### src/hdl/c16k_pkg.sv
// Shared constants, types and a helper function of the Code 16K code set decoder.
package c16k_pkg;

    typedef logic [1:0] set_t;

    localparam set_t SET_A    = 2'd0;
    localparam set_t SET_B    = 2'd1;
    localparam set_t SET_C    = 2'd2;
    localparam set_t SET_NONE = 2'd3;

    localparam logic [6:0] CW_FNC3    = 7'd96;
    localparam logic [6:0] CW_FNC2    = 7'd97;
    localparam logic [6:0] CW_SHIFT1  = 7'd98;
    localparam logic [6:0] CW_CODE_C  = 7'd99;
    localparam logic [6:0] CW_CODE_B  = 7'd100;
    localparam logic [6:0] CW_CODE_A  = 7'd101;
    localparam logic [6:0] CW_FNC1    = 7'd102;
    localparam logic [6:0] CW_PAD     = 7'd103;
    localparam logic [6:0] CW_SHIFT2  = 7'd104;
    localparam logic [6:0] CW_SHIFT2C = 7'd105;
    localparam logic [6:0] CW_SHIFT3C = 7'd106;

    localparam logic [6:0] CW_HIGH_A  = 7'd64;
    localparam logic [7:0] BYTE_GS    = 8'd29;
    localparam logic [7:0] HIGH_HALF  = 8'd128;
    localparam logic [7:0] ASCII_ZERO = 8'd48;

    localparam logic       CMD_START  = 1'b0;

    localparam logic [2:0] MODE_A     = 3'd0;
    localparam logic [2:0] MODE_B     = 3'd1;
    localparam logic [2:0] MODE_B_ALT = 3'd3;
    localparam logic [2:0] MODE_C_S1B = 3'd5;
    localparam logic [2:0] MODE_C_S2B = 3'd6;

    typedef struct packed {
        logic       char_valid;
        logic [7:0] char_byte;
        logic       last_of_run;
        logic       reader_init;
        logic       decode_error;
    } result_t;

    // Tens digit of a value below 100 by reciprocal multiplication.
    function automatic logic [3:0] tens_of(input logic [6:0] v);
        logic [14:0] prod;
        prod = {8'b0, v} * 15'd205;
        return prod[14:11];
    endfunction

endpackage

### src/hdl/c16k_step.sv
// Code set state registers and the decode of one transaction into one or two results.
module c16k_step (
    input  logic               clk,
    input  logic               rst_n,
    input  logic               commit,
    input  logic               command,
    input  logic [2:0]         start_mode,
    input  logic [6:0]         codeword,
    output c16k_pkg::result_t  first_res,
    output c16k_pkg::result_t  second_res,
    output logic               two_res
);
    import c16k_pkg::*;

    set_t       code_set_reg, code_set_next;
    logic [1:0] shift_cnt_reg, shift_cnt_next;
    set_t       ret_set_reg, ret_set_next;
    logic       latched_reg, latched_next;
    logic       pending_reg, pending_next;
    logic       init_reg, init_next;
    logic       err_reg, err_next;

    logic [3:0] tens;
    logic [6:0] ones;

    assign tens = tens_of(codeword);
    assign ones = codeword - ({3'b0, tens} * 7'd10);

    always_comb
    begin
        logic       has_byte;
        logic [7:0] byte_val;
        logic       ext;
        logic       do_shift;
        logic [1:0] shift_n;
        set_t       shift_dst;
        logic       digits;

        code_set_next  = code_set_reg;
        shift_cnt_next = shift_cnt_reg;
        ret_set_next   = ret_set_reg;
        latched_next   = latched_reg;
        pending_next   = pending_reg;
        init_next      = init_reg;
        err_next       = err_reg;
        has_byte       = 1'b0;
        byte_val       = 8'd0;
        ext            = latched_reg ^ pending_reg;
        do_shift       = 1'b0;
        shift_n        = 2'd0;
        shift_dst      = SET_B;
        digits         = 1'b0;

        if (command == CMD_START)
        begin
            shift_cnt_next = 2'd0;
            ret_set_next   = SET_NONE;
            latched_next   = 1'b0;
            pending_next   = 1'b0;
            init_next      = 1'b0;
            err_next       = 1'b0;
            if (start_mode == MODE_A)
                code_set_next = SET_A;
            else if (start_mode == MODE_B || start_mode == MODE_B_ALT)
                code_set_next = SET_B;
            else
                code_set_next = SET_C;
            if (start_mode == MODE_C_S1B || start_mode == MODE_C_S2B)
            begin
                shift_cnt_next = 2'(start_mode - 3'd4);
                ret_set_next   = SET_C;
                code_set_next  = SET_B;
            end
        end
        else
        begin
            if (ret_set_next != SET_NONE)
            begin
                if (shift_cnt_next == 2'd0)
                begin
                    code_set_next = ret_set_next;
                    ret_set_next  = SET_NONE;
                end
                else
                begin
                    shift_cnt_next = shift_cnt_next - 2'd1;
                end
            end

            if (codeword > CW_SHIFT3C)
            begin
                has_byte = 1'b0;
            end
            else if (code_set_next == SET_C)
            begin
                if (codeword < CW_CODE_B)
                    digits = 1'b1;
                else if (codeword == CW_CODE_A)
                    code_set_next = SET_A;
                else if (codeword == CW_CODE_B)
                    code_set_next = SET_B;
                else if (codeword == CW_FNC1)
                begin
                    has_byte = 1'b1;
                    byte_val = BYTE_GS;
                end
                else if (codeword >= CW_SHIFT2)
                begin
                    do_shift  = 1'b1;
                    shift_n   = 2'(codeword - CW_SHIFT2 + 7'd1);
                    shift_dst = SET_B;
                end
            end
            else
            begin
                if (codeword == CW_FNC1)
                begin
                    has_byte = 1'b1;
                    byte_val = BYTE_GS;
                end
                else if (codeword == CW_FNC2 || codeword == CW_PAD)
                begin
                    has_byte = 1'b0;
                end
                else if (codeword == CW_FNC3)
                begin
                    init_next = 1'b1;
                end
                else if (codeword == CW_CODE_A || codeword == CW_CODE_B)
                begin
                    if ((codeword == CW_CODE_A) == (code_set_next == SET_A))
                    begin
                        if (pending_reg)
                            latched_next = ~latched_reg;
                        pending_next = ~pending_reg;
                    end
                    else
                    begin
                        code_set_next = (codeword == CW_CODE_A) ? SET_A : SET_B;
                    end
                end
                else if (codeword == CW_CODE_C)
                begin
                    code_set_next = SET_C;
                end
                else if (codeword == CW_SHIFT1 || codeword == CW_SHIFT2)
                begin
                    do_shift  = 1'b1;
                    shift_n   = (codeword == CW_SHIFT1) ? 2'd1 : 2'd2;
                    shift_dst = (code_set_next == SET_A) ? SET_B : SET_A;
                end
                else if (codeword == CW_SHIFT2C || codeword == CW_SHIFT3C)
                begin
                    do_shift  = 1'b1;
                    shift_n   = 2'(codeword - CW_SHIFT2C + 7'd2);
                    shift_dst = SET_C;
                end
                else
                begin
                    if (code_set_next == SET_A && codeword >= CW_HIGH_A)
                        byte_val = ext ? ({1'b0, codeword} + 8'd64)
                                       : ({1'b0, codeword} - 8'd64);
                    else
                        byte_val = {1'b0, codeword} + 8'd32 + (ext ? HIGH_HALF : 8'd0);
                    has_byte     = 1'b1;
                    pending_next = 1'b0;
                end
            end

            if (do_shift)
            begin
                if (ret_set_next != SET_NONE)
                begin
                    err_next = 1'b1;
                end
                else
                begin
                    shift_cnt_next = shift_n;
                    ret_set_next   = code_set_next;
                    code_set_next  = shift_dst;
                end
            end
        end

        two_res = digits;

        first_res.reader_init  = init_next;
        first_res.decode_error = err_next;
        second_res.reader_init  = init_next;
        second_res.decode_error = err_next;
        second_res.char_valid   = 1'b1;
        second_res.char_byte    = ASCII_ZERO + {1'b0, ones};
        second_res.last_of_run  = 1'b1;
        if (digits)
        begin
            first_res.char_valid  = 1'b1;
            first_res.char_byte   = ASCII_ZERO + {4'b0, tens};
            first_res.last_of_run = 1'b0;
        end
        else
        begin
            first_res.char_valid  = has_byte;
            first_res.char_byte   = byte_val;
            first_res.last_of_run = 1'b1;
        end
    end

    always_ff @(posedge clk or negedge rst_n)
    begin
        if (!rst_n)
        begin
            code_set_reg  <= SET_A;
            shift_cnt_reg <= 2'd0;
            ret_set_reg   <= SET_NONE;
            latched_reg   <= 1'b0;
            pending_reg   <= 1'b0;
            init_reg      <= 1'b0;
            err_reg       <= 1'b0;
        end
        else if (commit)
        begin
            code_set_reg  <= code_set_next;
            shift_cnt_reg <= shift_cnt_next;
            ret_set_reg   <= ret_set_next;
            latched_reg   <= latched_next;
            pending_reg   <= pending_next;
            init_reg      <= init_next;
            err_reg       <= err_next;
        end
    end

endmodule

### src/hdl/code16k_codeset_decoder.sv
// Top level of the Code 16K code set decoder: input register, decode step and output stage.
//
// Channel  Dir  tdata bits (low to high)                 tuser         tlast
// s_axis   in   start_mode[2:0], codeword[9:3], zero pad  command       -
// m_axis   out  char_byte[7:0], reader_init, decode_error char_valid    last_of_run
//
// A transaction is registered on entry and then decoded from the input register into the
// output register, from which the first result is presented.
// Most codewords give one result each; a set C digit pair gives two because its
// second digit waits in a holding register for the single output register.
// Reset clears the code set state to set A with no shift and empties all stages.
// A stall on m_axis holds the output register and backs up into the input register.
module code16k_codeset_decoder (
    input  logic        clk,
    input  logic        rst_n,
    input  logic        s_axis_tvalid,
    output logic        s_axis_tready,
    input  logic [15:0] s_axis_tdata,   // start_mode, codeword, zero pad
    input  logic        s_axis_tuser,   // command
    output logic        m_axis_tvalid,
    input  logic        m_axis_tready,
    output logic [15:0] m_axis_tdata,   // char_byte, reader_init, decode_error, zero pad
    output logic        m_axis_tuser,   // char_valid
    output logic        m_axis_tlast
);
    import c16k_pkg::*;

    logic       in_valid_reg;
    logic       in_cmd_reg;
    logic [2:0] in_mode_reg;
    logic [6:0] in_cw_reg;

    logic       out_valid_reg;
    result_t    out_reg;
    logic       pend_valid_reg;
    result_t    pend_reg;

    result_t    first_res;
    result_t    second_res;
    logic       two_res;
    logic       out_open;
    logic       advance;

    assign out_open      = !out_valid_reg || m_axis_tready;
    assign advance       = in_valid_reg && out_open && !pend_valid_reg;
    assign s_axis_tready = !in_valid_reg || advance;

    c16k_step u_step (
        .clk        (clk),
        .rst_n      (rst_n),
        .commit     (advance),
        .command    (in_cmd_reg),
        .start_mode (in_mode_reg),
        .codeword   (in_cw_reg),
        .first_res  (first_res),
        .second_res (second_res),
        .two_res    (two_res)
    );

    always_ff @(posedge clk or negedge rst_n)
    begin
        if (!rst_n)
        begin
            in_valid_reg   <= 1'b0;
            out_valid_reg  <= 1'b0;
            pend_valid_reg <= 1'b0;
        end
        else
        begin
            if (s_axis_tready)
                in_valid_reg <= s_axis_tvalid;
            if (out_open && pend_valid_reg)
            begin
                out_valid_reg  <= 1'b1;
                pend_valid_reg <= 1'b0;
            end
            else if (advance)
            begin
                out_valid_reg  <= 1'b1;
                pend_valid_reg <= two_res;
            end
            else if (m_axis_tready)
            begin
                out_valid_reg <= 1'b0;
            end
        end
    end

    always_ff @(posedge clk)
    begin
        if (s_axis_tready && s_axis_tvalid)
        begin
            in_cmd_reg  <= s_axis_tuser;
            in_mode_reg <= s_axis_tdata[2:0];
            in_cw_reg   <= s_axis_tdata[9:3];
        end
        if (out_open && pend_valid_reg)
            out_reg <= pend_reg;
        else if (advance)
        begin
            out_reg  <= first_res;
            pend_reg <= second_res;
        end
    end

    assign m_axis_tvalid = out_valid_reg;
    assign m_axis_tdata  = {6'b0, out_reg.decode_error, out_reg.reader_init, out_reg.char_byte};
    assign m_axis_tuser  = out_reg.char_valid;
    assign m_axis_tlast  = out_reg.last_of_run;

endmodule

### config.mk
export PLATFORM = sky130hd
export DESIGN_NAME = code16k_codeset_decoder
export DESIGN_NICKNAME = d
export VERILOG_FILES = /design/src/hdl/c16k_pkg.sv /design/src/hdl/c16k_step.sv /design/src/hdl/code16k_codeset_decoder.sv
export SDC_FILE = /design/constraint.sdc
export NUM_CORES = 1
export LEC_CHECK = 0
export ABC_CLOCK_PERIOD_IN_PS = 7500
export BUFFER_PORTS_ARGS = -buffer_cell sky130_fd_sc_hd__buf_2
export CAP_MARGIN = 25
export CORE_MARGIN = 10
export CORE_UTILIZATION = 56
export CTS_CLUSTER_DIAMETER = 120
export DETAILED_ROUTE_END_ITERATION = 10
export HOLD_SLACK_MARGIN = 0.03
export PLACE_DENSITY = 0.8
export SYNTH_ARGS = -nofsm -noshare
export SYNTH_HDL_FRONTEND = slang
export SYNTH_SLANG_ARGS = --single-unit
### constraint.sdc
create_clock -name clk -period 7.5 [get_ports clk]
set_input_delay 0 -clock clk [delete_from_list [all_inputs] [get_ports clk]]
set_output_delay 0 -clock clk [all_outputs]
set_load 0.03 [all_outputs]
# == Word level (Yosys, flattened, before mapping) ==
# Cells that the tools add are included.
# totals
reg_bits,46
wordCells,245
# classes
n_addsub,13
mul,2
order_cmp,4
eq_ne,31
mux,146
bitwise,4
n_reduce_logical,24
# op_table
cell,n
$mux W8,16
$mux W2,56
$eq A7 B7 Y1 const B,11
$mux W1,70
$mul A7 B8 Y15 const B,1
$ge A7 B7 Y1 const B,2
$ne A2 B2 Y1 const B,7
$mux W12,1
$mux W11,1
$mux W10,1
$reduce_and A10 Y1,1
$ne A3 B2 Y1 const B,3
$reduce_and A9 Y1,1
$add A6 B7 Y8 const A,1
$add A7 B6 Y8 const B,1
$add A7 B7 Y8 const B,1
$add A8 B8 Y8,1
$logic_or A1 B1 Y1,8
$sub A2 B1 Y2 const B,4
$sub A7 B7 Y8 const B,1
$add A6 B4 Y7 const A,1
$gt A7 B7 Y1 const B,1
$lt A7 B7 Y1 const B,1
$sub A7 B7 Y7,1
other kinds (20),32

# == Longest topological paths before layout ==
# depth
word_depth,20
mapped_depth,26

# == By module ==
# Synthesis repeated with hierarchy kept, for this count alone.
# hier_totals
cells_unflattened,420
area_unflattened_um2,4433.0
# modules_own_cells
module,n_inst,cells_each,area_each_um2,seq_area_each_um2
c16k_step,1,351,2987.9,252.7
code16k_codeset_decoder,1,69,1445.1,1126.1

# == Worst setup path after synthesis ==
# OpenSTA, ideal clock, no wires.
# synth_path
path_kind,register -> register
start,reg in_cw_reg[4]
end,reg pend_reg[9] in the netlist's numbering (data pin)
setup_time_ns,0.268
t_arrival_ns,5.968
t_required_ns,7.232
slack_ns,1.265
stages_incl_launch_ff,27
path_buffers,0
period_less_slack_ns,6.235
path_cell_list,edfxtp_1 > inv_1 > ha_1 > fa_1 > inv_1 > ha_1 > inv_1 > fa_1 > inv_1 > ha_1 > and4_1 > a221oi_4 > or2_1 > a311o_2 > xnor2_1 > xor2_1 > ha_1 > inv_1 > fa_1 > ha_1 > inv_1 > nor3_1 > a31oi_1 > a21boi_0 > and2_1 > ha_1 > xnor3_1
# synth_lines
item,line,source
from (decl),code16k_codeset_decoder.sv:31,logic [6:0] in_cw_reg;
from (signal assigned),code16k_codeset_decoder.sv:95,in_cw_reg <= s_axis_tdata[9:3];
to (signal assigned),code16k_codeset_decoder.sv:102,pend_reg <= second_res;
to (decl),code16k_codeset_decoder.sv:36,result_t pend_reg;

==> qor.log <==
INFO  placed_design  globalplace.congestion=0.911
INFO  worst_setup_path critPathRequiredTime=7.56ns
INFO  yosys          synth_commonest_cells=ha_1, inv_1, edfxtp_1
INFO  global_route   grt_antenna_before_repair=0
INFO  timing         worst-slew-pin-transition=0.824ns
INFO  cts            worst_skew_pair.late_latency=0.31ns
INFO  worst_setup_path worst-path-max-fanout=9
INFO  yosys          synth_top_cells_by_area=edfxtp_1, ha_1, dfrtp_1
INFO  cts            clockRootBuffer=clkbuf_8
INFO  placed_design  buffer_ports.inserted=28
INFO  detailed_routing routed_wire_length_per_instance=15.7µm
INFO  detailed_routing drc_marker_count_from_the_first_detailed_route_iteration=362
INFO  placed_design  detailedPlacementHpwl=6900µm
INFO  timing         timing.clock.skew=0.00971ns
INFO  worst_setup_path critPathSlowestCell=edfxtp_1
INFO  die            initial_core_util=57.6%
INFO  yosys          ys_warn_count=0
INFO  power          ir_worst_vdd=0.000335V
INFO  yosys          ys_types=77
INFO  yosys          yosys.area.top_type_share=23.7%
INFO  die            placeableCoreArea=7250µm²
INFO  timing         rsz_0062_raised_after_global_routing=false
INFO  worst_setup_path max_stage_delay=0.60ns
INFO  cts            post-cts-setup-buffer-count=0
INFO  cells_and_area nNetsFinal=552
INFO  detailed_routing dr.pass1.iters=5
INFO  timing         report.final.hold_viol_count=0
INFO  worst_setup_path critPathKind=flop to flop
INFO  timing         fin_setup_tns=0ns
INFO  cts            tritoncts.num_buffers=5
INFO  global_route   vias_in_the_first_global_route=3328
INFO  global_route   globalRouteTotalUtil=16.3%
INFO  cells_and_area post_layout_nonfiller_instances=564
INFO  min_path       hold_path.class=input pin to asynchronous set/reset pin
INFO  die            design.portCount=41
INFO  flow_run       timing.max_cap.violations=0
INFO  global_route   grt_start_max_net_pins=23
INFO  timing         period_needed=6.92ns
INFO  yosys          postSynthAreaPerCell=9.76µm²
INFO  cells_and_area antenna-diode-count=0
INFO  timing         final_min_period_over_clock_period=92.2%
INFO  worst_setup_path crit-reg2reg-launch=in_cw_reg[4]
INFO  die            die_y=106µm
INFO  power          p_per_area=440nW/µm²
INFO  worst_setup_path worstReg2RegEnd=pend_reg[9]
INFO  yosys          synth_edf_count=33
INFO  placed_design  placed_cells=542
INFO  yosys          syn_area=4180µm²
INFO  die            total_number_of_placement_rows=31
INFO  power          report.power.total=0.00202W
INFO  cts            clk_transition_reported_paths=0.09ns
INFO  worst_setup_path worst_ep_arrival_time=6.97ns
INFO  yosys          syn-instance-count=428
INFO  yosys          synth.yosys.seq_area_share=31.6%
INFO  cts            tritoncts=yes
INFO  detailed_routing vias_per_cell=5.80
INFO  yosys          ys_seq_elements=46
INFO  detailed_routing detailroute.via_count=3271
INFO  detailed_routing route.detailed.drc=0
INFO  worst_setup_path worstSetupStartpointType=flop
INFO  cts            count_of_h_tree_levels_built_during_cts=2
INFO  worst_setup_path worst_reg2reg_path_depth=26
INFO  die            dieWidth=106µm
INFO  outcome        status=completed
INFO  yosys          synth-async-reset-ratio=28.3%
INFO  cts            ctsLongestPathBuffers=2
INFO  yosys          yosysTopAreaCell=edfxtp_1
INFO  yosys          synth_flop_cell=edfxtp_1
INFO  timing         setup_failing_eps_final=0
INFO  die            design.die.area=11300µm²
INFO  worst_setup_path worstSetupEndpointType=flop
INFO  detailed_routing route.final.wire_length=8880µm
INFO  timing         final-max-slew-violation-count=0
INFO  global_route   total_gr_overflow=0
INFO  cells_and_area areaGrowthSynthToFinish=10.0%
INFO  timing         slew_headroom=44.9%
INFO  yosys          post-synth-top-count-cell=ha_1
INFO  cts            numClockSinks=46
INFO  global_route   grt_first_pass_wirelength=15600µm
INFO  timing         fmaxAchievable=145MHz
INFO  detailed_routing antenna_left=0
INFO  worst_setup_path r2r_slack=0.58ns
INFO  cells_and_area layout-drive-gt1-share=12.9%
INFO  power          power_leakage=2.02nW
==> stage by stage <==
step	hold WS (ns)	setup slack, ns	area (µm²)	util (%)
after global placement	-0.100	0.863	4350	59.9
after detailed placement	-0.0965	0.632	4350	59.9
final	0.103	0.584	4600	63.4
after CTS	0.117	0.604	4600	63.4
after floorplan	-0.296	1.26	4200	-
after global routing	0.126	0.199	4600	63.4
==> worst max-delay path: cells and delay by family, from the launching register on <==
kind	cells	cell delay (ns)
AO/OA/AOI/OAI	4	0.96
adder cells (fa/ha/maj)	9	2.97
buffers and inverters	6	0.50
flip-flops	1	0.60
XOR/XNOR	3	0.86
AND/OR/NAND/NOR	4	0.75
==> cell type report <==
type	instances	area, µm²
Inverter	39	146
Sequential cell	46	1320
Timing Repair Buffer	43	288
Tap cell	99	124
Clock inverter	2	37.5
Clock buffer	6	72.6
Fill cell	606	2660
Multi-Input combinational cell	329	2610
==> timing repair <==
action,in CTS,in global routing
hold buffers,14,0
endpoints found under the hold margin,26,0
resized for setup,0,0
==> logic make-up (layout without fill, tap and decap cells) <==
| family | Yosys count | after routing | share of synthesized area, % |
|---|---|---|---|
| xor+xnor | 16 | 16 | 4.01 |
| buf+inv | 58 | 90 | 6.44 |
| flops | 46 | 46 | 31.6 |
| other cells | 1 | 6 | 0.0897 |
| fa+ha+maj | 67 | 67 | 21.7 |
| compound gates | 106 | 106 | 18.0 |
| simple gates | 129 | 129 | 17.0 |
| mux | 5 | 5 | 1.29 |
==> power breakdown <==
part | leakage [nW] | internal [W] | switching, W
Combinational | 1.49 | 0.000601 | 0.000765
Sequential | 0.480 | 0.000418 | 0.0000484
Clock | 0.0514 | 0.0000995 | 0.0000899
==> cell usage in the layout, fill, tap and decap left out, types with 6 or more instances in the layout <==
cell type / n
a21oi_1: 30
and2_1: 6
buf_2: 28
conb_1: 6
dfrtp_1: 11
dlygate4sd3_1: 14
edfxtp_1: 33
fa_1: 9
ha_1: 58
inv_1: 39
nand2_1: 31
nand3_1: 10
nor2_1: 26
nor2b_1: 8
nor3_1: 10
nor3b_1: 6
o21ai_0: 19
o31ai_1: 7
xnor2_1: 10
==> how the worst max path moves through the flow <==
stage	cells past startpoint	slack (ns)	from	end
5_1_grt	26	0.20	in_cw_reg[4]	pend_reg[9]
3_3_place_gp	26	0.86	in_cw_reg[4]	pend_reg[9]
4_1_cts	26	0.60	in_cw_reg[4]	pend_reg[9]
2_1_floorplan	26	1.26	in_cw_reg[4]	pend_reg[9]
6_report	26	0.58	in_cw_reg[4]	pend_reg[9]
3_5_place_dp	26	0.63	in_cw_reg[4]	pend_reg[9]
==> per-layer routing <==
layer | vias up | track usage, % | part of all wire [%]
met3 | 11 | 3.68 | 7.7
li1 | 1606 | - | -
met4 | 0 | 4.06 | 1.3
met5 | - | 0 | 0
met1 | 1523 | 21.3 | 45
met2 | 131 | 26.7 | 46
Note: power is estimated with default switching activity, not from simulation.
